==> src/hdl/i2p_pkg.sv <==
// Package: operator codes, character classes, sequencer states and helpers.
package i2p_pkg;

  localparam int unsigned STACK_DEPTH_DEF = 16;

  localparam logic [7:0] CH_OPEN   = 8'h28;  // '('
  localparam logic [7:0] CH_CLOSE  = 8'h29;  // ')'
  localparam logic [7:0] CH_TIMES  = 8'h2A;  // '*'
  localparam logic [7:0] CH_PLUS   = 8'h2B;  // '+'
  localparam logic [7:0] CH_MINUS  = 8'h2D;  // '-'
  localparam logic [7:0] CH_DIVIDE = 8'h2F;  // '/'
  localparam logic [7:0] CH_UPPER_LO = 8'd64;   // letters lie strictly between these
  localparam logic [7:0] CH_UPPER_HI = 8'd91;
  localparam logic [7:0] CH_LOWER_LO = 8'd96;
  localparam logic [7:0] CH_LOWER_HI = 8'd123;

  typedef enum logic [2:0] {
    OP_NONE   = 3'd0,
    OP_PLUS   = 3'd1,
    OP_MINUS  = 3'd2,
    OP_TIMES  = 3'd3,
    OP_DIVIDE = 3'd4,
    OP_OPEN   = 3'd5
  } op_code_t;

  typedef enum logic [2:0] {
    CL_OTHER,
    CL_LETTER,
    CL_OPEN,
    CL_CLOSE,
    CL_OPER
  } char_class_t;

  typedef enum logic [2:0] {
    ST_IDLE,
    ST_DISPATCH,
    ST_OP_POP,
    ST_CLOSE_POP,
    ST_TAIL,
    ST_FINISH
  } state_t;

  function automatic op_code_t char_to_op(input logic [7:0] ch);
    op_code_t code;
    unique case (ch)
      CH_PLUS:   code = OP_PLUS;
      CH_MINUS:  code = OP_MINUS;
      CH_TIMES:  code = OP_TIMES;
      CH_DIVIDE: code = OP_DIVIDE;
      default:   code = OP_NONE;
    endcase
    return code;
  endfunction

  function automatic char_class_t classify(input logic [7:0] ch);
    char_class_t cls;
    if (ch == CH_OPEN) begin
      cls = CL_OPEN;
    end else if ((ch > CH_UPPER_LO && ch < CH_UPPER_HI) ||
                 (ch > CH_LOWER_LO && ch < CH_LOWER_HI)) begin
      cls = CL_LETTER;
    end else if (char_to_op(ch) != OP_NONE) begin
      cls = CL_OPER;
    end else if (ch == CH_CLOSE) begin
      cls = CL_CLOSE;
    end else begin
      cls = CL_OTHER;
    end
    return cls;
  endfunction

  function automatic logic [1:0] op_prio(input op_code_t code);
    logic [1:0] p;
    unique case (code)
      OP_PLUS, OP_MINUS:   p = 2'd1;
      OP_TIMES, OP_DIVIDE: p = 2'd2;
      default:             p = 2'd0;
    endcase
    return p;
  endfunction

  function automatic logic [7:0] op_to_char(input op_code_t code);
    logic [7:0] ch;
    unique case (code)
      OP_PLUS:   ch = CH_PLUS;
      OP_MINUS:  ch = CH_MINUS;
      OP_TIMES:  ch = CH_TIMES;
      OP_DIVIDE: ch = CH_DIVIDE;
      default:   ch = CH_OPEN;
    endcase
    return ch;
  endfunction

endpackage

==> src/hdl/i2p_if.sv <==
// Interfaces: character input channel and postfix result channel.
interface i2p_in_if;
  logic       valid;
  logic       ready;
  logic [7:0] in_char;
  logic       expr_last;

  modport source (output valid, output in_char, output expr_last, input ready);
  modport sink   (input valid, input in_char, input expr_last, output ready);
endinterface

interface i2p_out_if;
  logic       valid;
  logic       ready;
  logic [7:0] out_char;
  logic       has_char;
  logic       run_last;
  logic       expr_end;
  logic       overflow_seen;

  modport source (output valid, output out_char, output has_char, output run_last,
                  output expr_end, output overflow_seen, input ready);
  modport sink   (input valid, input out_char, input has_char, input run_last,
                  input expr_end, input overflow_seen, output ready);
endinterface

==> src/hdl/infix_to_postfix_converter.sv <==
// Top level: shunting-yard infix to postfix converter with an operator stack.
//
// Usage:
//  - in_if carries one ASCII character per transaction plus expr_last, which
//    marks the final character of an expression; the stack is flushed after it.
//  - out_if carries one postfix character per transaction. run_last flags the
//    last result caused by an input character, expr_end the final result of an
//    expression. A last character that emits nothing yields one marker result
//    with has_char low. overflow_seen is the sticky stack overflow flag.
//  - Timing: in_if.ready is low while a character is processed. A letter, '('
//    or ignored character passes dispatch, tail and finish; an operator or ')'
//    also passes a pop state, pushing the operator or dropping the '('. Each
//    stack pop adds a step; the stack walk takes one entry per cycle unless stalled.
//  - A result waits in a pending register until the next one is produced, or
//    until the finish cycle for the last one, so run_last is known on output.
//  - Receiver stall: the output register holds its transaction; the sequencer
//    waits in place when a new result finds pending and output both occupied.
//  - Reset (rst_n low, synchronous): stack empty, overflow flag clear, no
//    pending or output transaction; in_if.ready is high from the first cycle after.
module infix_to_postfix_converter #(
  parameter int unsigned STACK_DEPTH = i2p_pkg::STACK_DEPTH_DEF
) (
  input  logic      clk,
  input  logic      rst_n,
  i2p_in_if.sink    in_if,
  i2p_out_if.source out_if
);
  import i2p_pkg::*;

  localparam int unsigned CW = $clog2(STACK_DEPTH + 1);  // count width
  localparam int unsigned AW = $clog2(STACK_DEPTH);      // stack address width

  // Sequencer and item registers
  state_t      state_r, state_nxt;
  logic [7:0]  ch_r;
  logic        last_r;

  // Stack: top entry in a register, the one below prefetched, rest in memory
  op_code_t    stack_mem [STACK_DEPTH];
  logic [CW-1:0] cnt_r, cnt_nxt;
  op_code_t    top_r, top_nxt;
  op_code_t    below_r;
  logic        ovf_r, ovf_nxt;

  // Pending result (one behind) and output register
  logic        pend_v_r, pend_v_nxt;
  logic [7:0]  pend_char_r, pend_char_nxt;
  logic        out_valid_r, out_valid_nxt;
  logic [7:0]  out_char_r, out_char_nxt;
  logic        out_has_r, out_has_nxt;
  logic        out_rlast_r, out_rlast_nxt;
  logic        out_end_r, out_end_nxt;
  logic        out_ovf_r, out_ovf_nxt;

  // Sequencer controls
  logic        in_fire;
  logic        out_free;
  logic        emit_ok;
  logic        do_emit;
  logic [7:0]  emit_char;
  logic        do_pop;
  logic        do_push;
  logic        push_ok;
  op_code_t    push_code;
  logic        do_close;
  logic        stack_nonempty;
  op_code_t    cur_op;

  logic [CW-1:0] cnt_m1;
  logic [CW-1:0] cnt_m3;
  logic [AW-1:0] wr_addr;
  logic [AW-1:0] rd_addr;

  assign in_if.ready = rst_n && (state_r == ST_IDLE);
  assign in_fire     = in_if.valid && in_if.ready;
  assign out_free    = !out_valid_r || out_if.ready;
  assign emit_ok     = !pend_v_r || out_free;  // room to push the pending result out
  assign stack_nonempty = (cnt_r != '0);
  assign cur_op      = char_to_op(ch_r);

  assign cnt_m1  = cnt_r - CW'(1);
  assign cnt_m3  = cnt_r - CW'(3);
  assign wr_addr = cnt_m1[AW-1:0];
  assign rd_addr = cnt_m3[AW-1:0];   // new "below" after a pop; unused when count < 3
  assign push_ok = do_push && (cnt_r != CW'(STACK_DEPTH));

  // Sequencer: next state and step controls
  always_comb begin
    state_nxt = state_r;
    do_emit   = 1'b0;
    emit_char = op_to_char(top_r);
    do_pop    = 1'b0;
    do_push   = 1'b0;
    push_code = cur_op;
    do_close  = 1'b0;
    unique case (state_r)
      ST_IDLE: begin
        if (in_fire) state_nxt = ST_DISPATCH;
      end
      ST_DISPATCH: begin
        unique case (classify(ch_r))
          CL_OPEN: begin
            do_push   = 1'b1;
            push_code = OP_OPEN;
            state_nxt = ST_TAIL;
          end
          CL_LETTER: begin
            if (emit_ok) begin
              do_emit   = 1'b1;
              emit_char = ch_r;
              state_nxt = ST_TAIL;
            end
          end
          CL_OPER:  state_nxt = ST_OP_POP;
          CL_CLOSE: state_nxt = ST_CLOSE_POP;
          default:  state_nxt = ST_TAIL;
        endcase
      end
      ST_OP_POP: begin
        if (stack_nonempty && (op_prio(top_r) >= op_prio(cur_op))) begin
          if (emit_ok) begin
            do_emit = 1'b1;
            do_pop  = 1'b1;
          end
        end else begin
          do_push   = 1'b1;
          state_nxt = ST_TAIL;
        end
      end
      ST_CLOSE_POP: begin
        if (stack_nonempty && (top_r != OP_OPEN)) begin
          if (emit_ok) begin
            do_emit = 1'b1;
            do_pop  = 1'b1;
          end
        end else begin
          do_pop    = stack_nonempty;  // discard the matching '('
          state_nxt = ST_TAIL;
        end
      end
      ST_TAIL: begin
        if (last_r && stack_nonempty) begin
          if (emit_ok) begin
            do_emit = 1'b1;
            do_pop  = 1'b1;
          end
        end else begin
          state_nxt = ST_FINISH;
        end
      end
      ST_FINISH: begin
        if (pend_v_r || last_r) begin
          if (out_free) begin
            do_close  = 1'b1;
            state_nxt = ST_IDLE;
          end
        end else begin
          state_nxt = ST_IDLE;
        end
      end
      default: state_nxt = ST_IDLE;
    endcase
  end

  // Stack count, top and overflow
  always_comb begin
    cnt_nxt = cnt_r;
    top_nxt = top_r;
    ovf_nxt = ovf_r;
    if (do_push) begin
      if (push_ok) begin
        cnt_nxt = cnt_r + CW'(1);
        top_nxt = push_code;
      end else begin
        ovf_nxt = 1'b1;
      end
    end else if (do_pop) begin
      cnt_nxt = cnt_m1;
      top_nxt = below_r;
    end
  end

  // Pending slot and output register
  always_comb begin
    pend_v_nxt    = pend_v_r;
    pend_char_nxt = pend_char_r;
    out_valid_nxt = out_valid_r && !out_if.ready;
    out_char_nxt  = out_char_r;
    out_has_nxt   = out_has_r;
    out_rlast_nxt = out_rlast_r;
    out_end_nxt   = out_end_r;
    out_ovf_nxt   = out_ovf_r;
    if (do_emit) begin
      pend_v_nxt    = 1'b1;
      pend_char_nxt = emit_char;
    end
    if (do_close) begin
      pend_v_nxt = 1'b0;
    end
    if ((do_emit && pend_v_r) || do_close) begin
      out_valid_nxt = 1'b1;
      out_ovf_nxt   = ovf_r;
      out_rlast_nxt = do_close;
      out_end_nxt   = do_close && last_r;
      if (pend_v_r) begin
        out_char_nxt = pend_char_r;
        out_has_nxt  = 1'b1;
      end else begin
        // empty end-of-expression marker
        out_char_nxt = '0;
        out_has_nxt  = 1'b0;
      end
    end
  end

  always_ff @(posedge clk) begin
    if (!rst_n) begin
      state_r     <= ST_IDLE;
      cnt_r       <= '0;
      ovf_r       <= 1'b0;
      pend_v_r    <= 1'b0;
      out_valid_r <= 1'b0;
    end else begin
      state_r     <= state_nxt;
      cnt_r       <= cnt_nxt;
      ovf_r       <= ovf_nxt;
      pend_v_r    <= pend_v_nxt;
      out_valid_r <= out_valid_nxt;
    end
  end

  always_ff @(posedge clk) begin
    if (in_fire) begin
      ch_r   <= in_if.in_char;
      last_r <= in_if.expr_last;
    end
    top_r       <= top_nxt;
    pend_char_r <= pend_char_nxt;
    out_char_r  <= out_char_nxt;
    out_has_r   <= out_has_nxt;
    out_rlast_r <= out_rlast_nxt;
    out_end_r   <= out_end_nxt;
    out_ovf_r   <= out_ovf_nxt;
  end

  // Stack memory: old top spills on push, next-below is read on pop
  always_ff @(posedge clk) begin
    if (push_ok && stack_nonempty) begin
      stack_mem[wr_addr] <= top_r;
    end
  end

  always_ff @(posedge clk) begin
    if (push_ok) begin
      below_r <= top_r;
    end else if (do_pop) begin
      below_r <= stack_mem[rd_addr];
    end
  end

  assign out_if.valid         = out_valid_r;
  assign out_if.out_char      = out_char_r;
  assign out_if.has_char      = out_has_r;
  assign out_if.run_last      = out_rlast_r;
  assign out_if.expr_end      = out_end_r;
  assign out_if.overflow_seen = out_ovf_r;

endmodule

==> src/flat_wrapper.sv <==
// flat-port wrapper written by rule: the top's interface ports become plain ports
module infix_to_postfix_converter_flat import i2p_pkg::*;
#(
  parameter int unsigned STACK_DEPTH = i2p_pkg::STACK_DEPTH_DEF
)
  (clk, rst_n, in_if_valid, in_if_in_char, in_if_expr_last, in_if_ready, out_if_valid, out_if_out_char, out_if_has_char, out_if_run_last, out_if_expr_end, out_if_overflow_seen, out_if_ready);
  i2p_in_if in_if_i ();
  i2p_out_if out_if_i ();
  input  logic clk;
  input  logic rst_n;
  input wire logic [$bits(in_if_i.valid)-1:0] in_if_valid;
  input wire logic [$bits(in_if_i.in_char)-1:0] in_if_in_char;
  input wire logic [$bits(in_if_i.expr_last)-1:0] in_if_expr_last;
  output wire logic [$bits(in_if_i.ready)-1:0] in_if_ready;
  output wire logic [$bits(out_if_i.valid)-1:0] out_if_valid;
  output wire logic [$bits(out_if_i.out_char)-1:0] out_if_out_char;
  output wire logic [$bits(out_if_i.has_char)-1:0] out_if_has_char;
  output wire logic [$bits(out_if_i.run_last)-1:0] out_if_run_last;
  output wire logic [$bits(out_if_i.expr_end)-1:0] out_if_expr_end;
  output wire logic [$bits(out_if_i.overflow_seen)-1:0] out_if_overflow_seen;
  input wire logic [$bits(out_if_i.ready)-1:0] out_if_ready;
  assign in_if_i.valid = in_if_valid;
  assign in_if_i.in_char = in_if_in_char;
  assign in_if_i.expr_last = in_if_expr_last;
  assign in_if_ready = in_if_i.ready;
  assign out_if_valid = out_if_i.valid;
  assign out_if_out_char = out_if_i.out_char;
  assign out_if_has_char = out_if_i.has_char;
  assign out_if_run_last = out_if_i.run_last;
  assign out_if_expr_end = out_if_i.expr_end;
  assign out_if_overflow_seen = out_if_i.overflow_seen;
  assign out_if_i.ready = out_if_ready;
  infix_to_postfix_converter #(.STACK_DEPTH(STACK_DEPTH)) u_core (.clk(clk), .rst_n(rst_n), .in_if(in_if_i), .out_if(out_if_i));
endmodule
==> config.mk <==
export PLATFORM = sky130hd
export DESIGN_NAME = infix_to_postfix_converter_flat
export DESIGN_NICKNAME = d
export VERILOG_FILES = /design/src/hdl/i2p_pkg.sv /design/src/hdl/i2p_if.sv /design/src/hdl/infix_to_postfix_converter.sv /design/src/flat_wrapper.sv
export SDC_FILE = /design/constraint.sdc
export NUM_CORES = 1
export LEC_CHECK = 0
export ABC_AREA = 1
export BUFFER_PORTS_ARGS = -buffer_cell sky130_fd_sc_hd__buf_4
export CAP_MARGIN = 10
export CORE_ASPECT_RATIO = 0.8
export CORE_MARGIN = 2
export CORE_UTILIZATION = 55
export CTS_CLUSTER_DIAMETER = 40
export DETAILED_ROUTE_END_ITERATION = 7
export PLACE_DENSITY = 0.74
export SLEW_MARGIN = 20
export SYNTH_ARGS = -nofsm -noshare
export SYNTH_HDL_FRONTEND = slang
export SYNTH_SLANG_ARGS = --single-unit
==> constraint.sdc <==
create_clock -name clk -period 3.1 [get_ports clk]
set_input_delay 0 -clock clk [delete_from_list [all_inputs] [get_ports clk]]
set_output_delay 0 -clock clk [all_outputs]
set_load 0.03 [all_outputs]
==> metrics.txt, run 1 <==
crit end category=flip-flop; # Post-CTS Setup Buffers=0; PD cells=510 nW/um2; via count=3302; worst path cell trace=inv_1 > nand2_1 > nor2_2 > nand4_1 > nand2_1 > ha_1 > o21ai_0 > nand2_1 > nand2_2 > nand2_4 > nand2_8 > inv_2 > nor2_4 > nand2_2 > nor2_2; Port Buffers=26; grt ovf=0; Tot Pwr=0.00264 W; Crit path max-delay family=simple AND/OR/NAND/NOR gates; clk_lat worst skew=370 ps; DRC=0; Crit path required time=3170 ps; min cycle time layout=2770 ps; r2r endpoint=u_core.stack_mem[1][2]$_DFFE_PP_; clock buffer depth=2; Post-Synth XOR/XNOR Area=0.981%; post-synthesis compound-gate area fraction=7.82%; Final Cell Area=5180 um2; final cycle utilization of the critical path=89.4%; Synthesized Nets=476; EDFF count, synth=83; VDD IR max=0.000280 V; CTS tree=done; main combinational cell family by area after synthesis=simple AND/OR/NAND/NOR gates; sw power=0.000777 W; # diodes=0; HPWL Detailed=6720 um; Post-synth top flop=edfxtp_1; Sw Share=29.4%; Worst EP arrival=2850 ps; asr flop ratio synth=0%; cell count after synthesis=455; Flop pwr share=55.7%; RSZ-0062 raised after global routing=no; Least-Margin Pin Slew=752 ps; Die X=105 um; critical path type=flip-flop to flip-flop; Reg2Reg Setup Slack=330 ps; commonest non-fill, non-tap cells in the layout=edfxtp_1 (83), nand2_1 (81), nor2_1 (68); area grow syn2layout=16.0%; warnings from Yosys=0; synthesized area per cell=9.81 um2; relative slew slack=49.7%; FMAX=361 MHz; Avg WL per Cell=15.5 um; num rows=29; drt pass-1 iters=6; Finished Core Util=65.4%; CP Launch Point=u_core.ch_r[4]$_DFFE_PP_; Overall Global Routing Usage=22.9%; H-tree Lvls=3; slowest stage delay, CP=400 ps; die area=8850 um2; R2R Path Start=u_core.ch_r[4]$_DFFE_PP_; Cell Int Power=0.00186 W; hold path depth=6; WHS=15.9 ps; Final Hold Vio Count=0; clock root cell=clkbuf_8; most common cell after layout, fill and taps aside=edfxtp_1; share of layout cells above drive strength 1=19.3%; initial antenna violation count=0; synthesized flop and latch total=94; Clock Pin Slew Worst Setup and Hold Paths=100 ps; Max FO, Critical Path=10; max-slew violation count=0; sequential share of the synthesized area=60.8%; Max-Cap Viols=0; GP Congestion=0.971; cts bufs inserted=9; drt via density=5.36; mapped cell area=4460 um2; Hold Path Class=input port to flip-flop; io pins=27; DRT Wirelength=9540 um; simple-gate share of the synthesized area=22.6%; initial core utilization=56.4%; Post-DRT Antenna Nets=0; Leakage Power=2.06 nW; Num Clock Sinks=94; library cells used by synthesis=35; WHS Endpoint=u_core.out_if.valid$_SDFF_PN0_; slowest CP cell=edfxtp_1; Clock Power Share=29.5%; Reg2Reg Depth=15; Combinational Power Share=14.7%; hold path start=out_if_ready; Placed Area=4820 um2; Setup crit start kind=flip-flop; status=complete, no violations; DR iter-0 viols=292; Worst Skew=9.31 ps; Adder-Cell Fraction of Synth Area=2.24%; first-pass GRT wire length=15500 um; vias in the first global route=3141; Setup TNS=0 ps; mux share of post-synthesis cell area=0%; Final setup viols=0; Core Box Area=7910 um2; crit-path most repeated cell=nand2_1; largest net degree at the start of global routing=31; Nets=524; Die Height=84.6 um; worst path bufs/invs=2
==> state kept, by name, summed over array words and instances (netlist names), 3 cells and up <==
signal                  cells
u_core.top_r                3
u_core.below_r              3
u_core.pend_char_r          8
u_core.cnt_r                5
u_core.out_if.out_char      8
u_core.state_r              3
u_core.ch_r                 8
u_core.stack_mem           48
==> kinds of logic (layout without fill, tap and decap cells) <==
logic type                 after synthesis  after routing
and+or+nand+nor                        224            224
other                                    1              1
adders and majority gates                8              8
AOI/OAI and AO/OA                       61             61
xor gates and xnor gates                 5              5
buffers and inverters                   62            115
DFF                                     94             94
==> final cells by class <==
class	instances	area, um2
multi-input cells	299	1570
flip-flops and latches	94	2710
clock buffers	9	124
clock inverters	7	65.1
inverters	52	195
fillers	647	2730
repair buffers	47	378
well taps	108	135
==> what timing repair did <==
| item | CTS | global route |
|---|---|---|
| hold endpoints to repair | 15 | 0 |
| gates resized for setup | 0 | 23 |
| hold buffers | 10 | 0 |
| endpoints found under the setup margin | 0 | 48 |
==> per-layer routing <==
metal	GRT usage (%)	routed length, um
met1	35.3	4560
met2	31.3	4000
met3	6.52	858
met4	7.03	119
met5	0	0
==> cells in the mapped netlist, types with 3 or more instances <==
master    instances  area share (%)
nand4_1           3            0.42
o21ai_0          37             4.2
clkbuf_1          7            0.59
nor3_1            5            0.56
inv_1            44             3.7
ha_1              8             2.2
edfxtp_1         83              56
nand2_1          85             7.2
nand3_1          29             3.3
inv_2             8            0.67
xor2_1            4            0.79
dfxtp_1          11             4.9
nand2_4           4             1.0
o211ai_1         11             1.9
nor2_1           85             7.2
a21oi_1           6            0.67
==> worst register-to-register path: cells and delay by family, from the launching register on <==
kind | cells | cell delay [ps]
and+or+nand+nor | 11 | 1510
DFF | 1 | 400
adders and majority gates | 1 | 230
AOI/OAI and AO/OA | 1 | 170
buffers and inverters | 2 | 160
==> how the worst max path moves through the flow <==
stage                                        endpoint  slack, ps  depth (start not counted)
finish               u_core.stack_mem[1][2]$_DFFE_PP_        330                         15
detailed placement  u_core.stack_mem[15][2]$_DFFE_PP_        180                         15
CTS                 u_core.stack_mem[15][2]$_DFFE_PP_        160                         15
floorplan            u_core.out_if.expr_end$_DFFE_PP_        570                         15
global route         u_core.stack_mem[5][0]$_DFFE_PP_         40                         15
global placement    u_core.stack_mem[13][1]$_DFFE_PP_        320                         15
==> power by group through the flow <==
stage               sequential (W)  combinational (W)  clock, W
global placement           0.00150           0.000357         0
global route               0.00148           0.000432  0.000847
CTS                        0.00147           0.000378  0.000794
detailed placement         0.00150           0.000366         0
finish                     0.00147           0.000389  0.000779
floorplan                  0.00151           0.000246         0
==> through the flow <==
| step | cells | setup slack (ps) |
|---|---|---|
| 5_1_grt | 616 | 44.1 |
| 3_5_place_dp | 590 | 176 |
| 2_1_floorplan | 455 | 573 |
| 3_3_place_gp | 590 | 318 |
| 6_report | 616 | 327 |
| 4_1_cts | 616 | 161 |
No activity file was read; power rests on OpenSTA's default activity.
==> run 2, diff against run 1 <==
--- a/config.mk
+++ b/config.mk
@@ -5,7 +5,6 @@
 export SDC_FILE = /design/constraint.sdc
 export NUM_CORES = 1
 export LEC_CHECK = 0
-export ABC_AREA = 1
 export BUFFER_PORTS_ARGS = -buffer_cell sky130_fd_sc_hd__buf_4
 export CAP_MARGIN = 10
 export CORE_ASPECT_RATIO = 0.8
==> run 2 against run 1 <==
Compared with the run above: clock skew is 0.57 ps higher; worst setup slack got worse by 93 ps; sequential cell count unchanged; worst hold slack better by 60 ps; cell area rose by 0.19%; combinational power is 8.5% lower; sequential power is essentially flat; synthesized cell count fell by 26%; count of clock-buffer cells in the layout did not move; synthesized area fell by 0.53%.
==> metrics.txt, run 2 <==
initial antenna violation count=0 (unchanged); cts bufs inserted=9 (unchanged); io pins=27 (unchanged); num rows=29 (unchanged); drt via density=6.15 (+15%); asr flop ratio synth=0% (unchanged); GP Congestion=0.887 (-8.6%); synthesized area per cell=13.1 um2 (+34%); status=complete, no violations; Post-synth top flop=edfxtp_1; Least-Margin Pin Slew=622 ps (-129 ps); max FFs per register=48 (unchanged); commonest non-fill, non-tap cells in the layout=edfxtp_1 (83), buf_4 (41), nand2_1 (29); Finished Core Util=65.9% (+0.43 points); FMAX=349 MHz (-3.2%); min cycle time layout=2870 ps (+92.7 ps); area grow syn2layout=16.9%; relative slew slack=57.9% (+8.2 points); EDFF count, synth=83 (unchanged); Final Cell Area=5190 um2 (+0.19%); Num Clock Sinks=94 (unchanged); VDD IR max=0.000328 V (+17%); Max FO, Critical Path=12 (+2); Post-DRT Antenna Nets=0 (unchanged); WHS=76.3 ps (+60.4 ps); H-tree Lvls=3 (unchanged); Die X=104 um (-0.26%); Final setup viols=0 (unchanged); Overall Global Routing Usage=21.9% (-1.0 points); Hold Path Class=input port to flip-flop; max-slew violation count=0 (unchanged); Setup crit start kind=flip-flop; largest net degree at the start of global routing=20 (-35%); Nets=404 (-23%); die area=8810 um2 (-0.51%); Worst EP arrival=2960 ps (+110 ps); warnings from Yosys=0 (unchanged); synth top area cells=edfxtp_1 (56%), mux4_2 (7.6%), dfxtp_1 (5.0%); clock buffer depth=2 (unchanged); Avg WL per Cell=18.7 um (+21%); Core Box Area=7870 um2 (-0.46%); synthesized flop and latch total=94 (unchanged); DR iter-0 viols=265 (-9.2%); count leader, synth=edfxtp_1; initial core utilization=56.4% (about the same); cell taking the most area after synthesis=edfxtp_1; Clock Pin Slew Worst Setup and Hold Paths=90 ps (about the same); sequential share of the synthesized area=61.1% (+0.33 points); min setup slack post-route=234 ps (-92.7 ps); area share of the largest cell type after synthesis=56.2% (+0.30 points); Die Height=84.3 um (-0.25%); pre-CTS setup slack=89.3 ps (-86.6 ps); Worst Skew=9.88 ps (+0.568 ps); Fillers=549 (-15%); Final Hold Vio Count=0 (unchanged); HPWL Detailed=6220 um (-7.4%); clock root cell=clkbuf_8; Leakage Power=1.81 nW (-12%); PD cells=535 nW/um2 (+4.8%); library cells used by synthesis=57 (+63%); placed cells=468 (-21%); critical path type=flip-flop to flip-flop; CTS tree=done; via count=3048 (-7.7%); Crit path required time=3190 ps (+20 ps); cell count after synthesis=338 (-26%); share of layout cells above drive strength 1=22.4% (+3.1 points); Max-Cap Viols=0 (unchanged); vias in the first global route=2828 (-10%); final cycle utilization of the critical path=92.4% (+3.0 points); Synthesized Nets=359 (-25%); # diodes=0 (unchanged); most common cell after layout, fill and taps aside=edfxtp_1; drt pass-1 iters=5 (-1); DRC=0 (unchanged); fin cells=496 (-19%); commonest cells in the netlist=edfxtp_1 (83), nand2_1 (29), nor2_1 (23); Placed Area=4800 um2 (-0.54%); largest reg by FF count=u_core.stack_mem; first-pass GRT wire length=14600 um (-5.7%); Port Buffers=26 (unchanged); DRT Wirelength=9280 um (-2.7%); crit end category=flip-flop; mapped cell area=4440 um2 (-0.53%); grt ovf=0 (unchanged); clk_lat worst skew=360 ps (about the same)
-- run 2: cell types whose count changed after synthesis, moves of 9 or more --
cell	change
mux4_2	+15
nand2b_1	+9
inv_1	-34
and2_1	+13
o21ai_0	-26
nand2_1	-56
nor2_1	-62
nand3_1	-23
-- run 2: final cells by class --
class	count	area, um2	area share (%)
flip-flops and latches	94	2710	52.3
multi-input cells	217	1660	31.9
repair buffers	51	408	7.86
well taps	108	135	2.61
clock buffers	9	124	2.39
clock inverters	7	114	2.20
inverters	10	37.5	0.724
-- run 2: timing repair --
item,CTS,global route
hold endpoints to repair,12,0
setup buffers,0,2
endpoints found under the setup margin,0,78
hold buffers,10,0
resized for setup,0,6
-- run 2: final timing paths --
path | slack (ps) | cells past startpoint | from | end
max | 230 | 10 | u_core.ch_r[4]$_DFFE_PP_ | u_core.out_if.has_char$_DFFE_PP_
min | 80 | 4 | out_if_ready | u_core.out_if.valid$_SDFF_PN0_
max reg2reg | 230 | 10 | u_core.ch_r[4]$_DFFE_PP_ | u_core.out_if.has_char$_DFFE_PP_
min reg2reg | 490 | 0 | u_core.ovf_r$_SDFFE_PN0P_ | u_core.out_if.overflow_seen$_DFFE_PP_
-- run 2: through the flow --
stage,total power [W],TNS [ps]
6_report,0.00277,0
2_1_floorplan,0.00174,0
4_1_cts,0.00277,0
5_1_grt,0.00288,-12.5
3_5_place_dp,0.00184,0
3_3_place_gp,0.00183,0
-- run 2: critical path, stage by stage (launching register included) --
cell      delay (ps)
edfxtp_1         470
nor4b_4          340
and2_1           230
and3_1           180
ha_1             240
nor2b_1          150
o21ai_0          100
a21o_2           250
a32oi_2          210
inv_1            100
a21o_2           330
-- run 2: cells by family (layout without fill, tap and decap cells) --
logic type      count (synthesis)  after routing  share of synthesized area, %
buf+inv                        27             77                          2.37
other cells                     1              1                        0.0845
fa+ha+maj                       8              8                          2.26
xor+xnor                        7              7                          1.38
simple gates                  124            124                          15.2
flops                          94             94                          61.1
mux                            20             20                          8.77
compound gates                 57             57                          8.85
-- run 2: layer usage --
layer / part of all wire, % / GRT usage [%] / vias to the layer above / wire length (um)
met3: 9.2 / 6.44 / 12 / 853
met2: 45 / 33.0 / 143 / 4170
met5: 0 / 0 / - / 0
li1: - / - / 1375 / -
met4: 1.0 / 3.93 / 0 / 95
met1: 45 / 32.2 / 1518 / 4160
-- run 2: power by group --
part | internal (W) | switching (W)
logic | 0.000150 | 0.000206
registers | 0.00143 | 0.0000570
clock network | 0.000474 | 0.000459
total | 0.00205 | 0.000722
==> run 3, diff against run 2 <==
--- a/config.mk
+++ b/config.mk
@@ -8,7 +8,7 @@
 export BUFFER_PORTS_ARGS = -buffer_cell sky130_fd_sc_hd__buf_4
 export CAP_MARGIN = 10
 export CORE_ASPECT_RATIO = 0.8
-export CORE_MARGIN = 2
+export CORE_MARGIN = 1
 export CORE_UTILIZATION = 55
 export CTS_CLUSTER_DIAMETER = 40
 export DETAILED_ROUTE_END_ITERATION = 7
==> constraint.sdc (replaced) <==
create_clock -name clk -period 3.1 [get_ports clk]
set_input_delay 0.31 -clock clk [delete_from_list [all_inputs] [get_ports clk]]
set_output_delay 0.31 -clock clk [all_outputs]
set_load 0.03 [all_outputs]
==> run 3 against run 2 <==
Compared with the run above: total power grew 0.38%; critical endpoint is now u_core.out_if.out_char[2]$_SDFFCE_PN0P_; cell count shrank 2.8%; count of clock-buffer cells in the layout grew 1; via count shrank 4.7%; cell area shrank 2.4%; sequential power is essentially flat; maximum frequency grew 1.1%.
==> metrics.txt, run 3 (synthesis results as in run 2) <==
grt ovf=0 (unchanged); drt pass-1 iters=5 (unchanged); Max FO, Critical Path=12 (unchanged); pre-CTS setup slack=182 ps (+92.6 ps); Worst Skew=9.29 ps (-0.592 ps); Clock Pin Slew Worst Setup and Hold Paths=90 ps (about the same); share of layout cells above drive strength 1=22.0% (-0.41 points); num rows=28 (-3.4%); Nets=393 (-2.7%); largest reg by FF count=u_core.stack_mem; initial core utilization=58.4% (+2.0 points); final cycle utilization of the critical path=91.5% (-0.98 points); GP Congestion=0.802 (-9.6%); relative slew slack=58.9% (+0.98 points); PD cells=550 nW/um2 (+2.8%); vias in the first global route=2522 (-11%); Worst EP arrival=2920 ps (-40 ps); min cycle time layout=2840 ps (-30.4 ps); Avg WL per Cell=17.5 um (-6.6%); Max-Cap Viols=0 (unchanged); Setup TNS=0 ps (unchanged); DRT Wirelength=8420 um (-9.2%); via count=2904 (-4.7%); Hold Path Class=input port to flip-flop; Die X=102 um (-1.9%); initial antenna violation count=0 (unchanged); HPWL Detailed=5910 um (-5.0%); io pins=27 (unchanged); fin cells=482 (-2.8%); Post-DRT Antenna Nets=0 (unchanged); Crit path required time=3190 ps (about the same); Die Height=82.3 um (-2.4%); drt via density=6.02 (-2.0%); Setup crit start kind=flip-flop; clk_lat worst skew=360 ps (about the same); first-pass GRT wire length=13200 um (-9.8%); commonest non-fill, non-tap cells in the layout=edfxtp_1 (83), buf_4 (40), nand2_1 (29); Leakage Power=1.76 nW (-3.0%); Overall Global Routing Usage=21.9% (+0.050 points); critical path type=flip-flop to flip-flop; most common cell after layout, fill and taps aside=edfxtp_1; largest net degree at the start of global routing=20 (unchanged); DRC=0 (unchanged); placed cells=466 (-0.43%); RSZ-0062 raised after global routing=no; Num Clock Sinks=94 (unchanged); Least-Margin Pin Slew=616 ps (-6.14 ps); die area=8430 um2 (-4.2%); crit end category=flip-flop; Hold-fix buffers, CTS=0 (-10); max FFs per register=48 (unchanged); status=complete, no violations; H-tree Lvls=3 (unchanged); max-slew violation count=0 (unchanged); Core Box Area=7600 um2 (-3.4%); Port Buffers=26 (unchanged); min setup slack post-route=265 ps (+30.4 ps); Final setup viols=0 (unchanged); clock root cell=clkbuf_8; CTS tree=done; VDD IR max=0.000307 V (-6.5%); DR iter-0 viols=291 (+9.8%); Final Hold Vio Count=0 (unchanged); cts bufs inserted=9 (unchanged); FMAX=353 MHz (+1.1%); area grow syn2layout=14.1%; # diodes=0 (unchanged); clock buffer depth=2 (unchanged)
## run 3: routing by layer
layer  global-route usage (%)  wire length [um]  vias to the layer above
met5                        0                 0                        -
met3                     5.05               691                       10
li1                         -                 -                     1357
met4                     6.00                79                        0
met1                     34.7              4020                     1402
met2                     30.0              3630                      135
## run 3: worst max-delay path, stage by stage (launching register included)
cell,delay [ps]
edfxtp_1,440
nor4b_2,330
and2_1,230
and3_1,170
ha_1,230
nor2b_1,150
o21ai_0,90
a21o_2,240
a32oi_1,250
inv_1,100
a21o_2,330
## run 3: timing repair
item                       in CTS  in global routing
setup endpoints to repair       0                 23
setup buffers                   0                  0
gates resized for setup         0                  3
## run 3: power by group
part,leakage (nW),switching [W],internal (W),total (W)
Combinational,0.801,0.000196,0.000140,0.000336
Clock,0.119,0.000425,0.000544,0.000969
Sequential,0.837,0.0000518,0.00143,0.00148
## run 3: area by class of cell
cell class	instances	area, um2
fillers	532	2540
well taps	105	131
repair buffers	40	300
clock buffers	10	128
multi-input cells	217	1640
flip-flops and latches	94	2710
clock inverters	6	118
inverters	10	37.5
## run 3: metrics by stage
stage | area, um2 | total power [W] | hold slack (ps) | utilization [%]
after floorplan | 4440 | 0.00174 | 409 | -
after global placement | 4800 | 0.00183 | 467 | 63.2
after detailed placement | 4800 | 0.00183 | 480 | 63.2
after CTS | 5050 | 0.00279 | 112 | 66.4
after global routing | 5060 | 0.00289 | 101 | 66.6
final | 5060 | 0.00278 | 121 | 66.6
## run 3: final timing paths
check,start,end,slack [ps],cells after the start
setup / recovery,u_core.ch_r[4]$_DFFE_PP_,u_core.out_if.out_char[2]$_SDFFCE_PN0P_,260,10
hold / removal,in_if_expr_last,u_core.last_r$_DFFE_PP_,120,1
hold reg to reg,u_core.cnt_r[4]$_SDFFE_PN0P_,u_core.cnt_r[4]$_SDFFE_PN0P_,500,2
setup reg to reg,u_core.ch_r[4]$_DFFE_PP_,u_core.out_if.out_char[2]$_SDFFCE_PN0P_,260,10
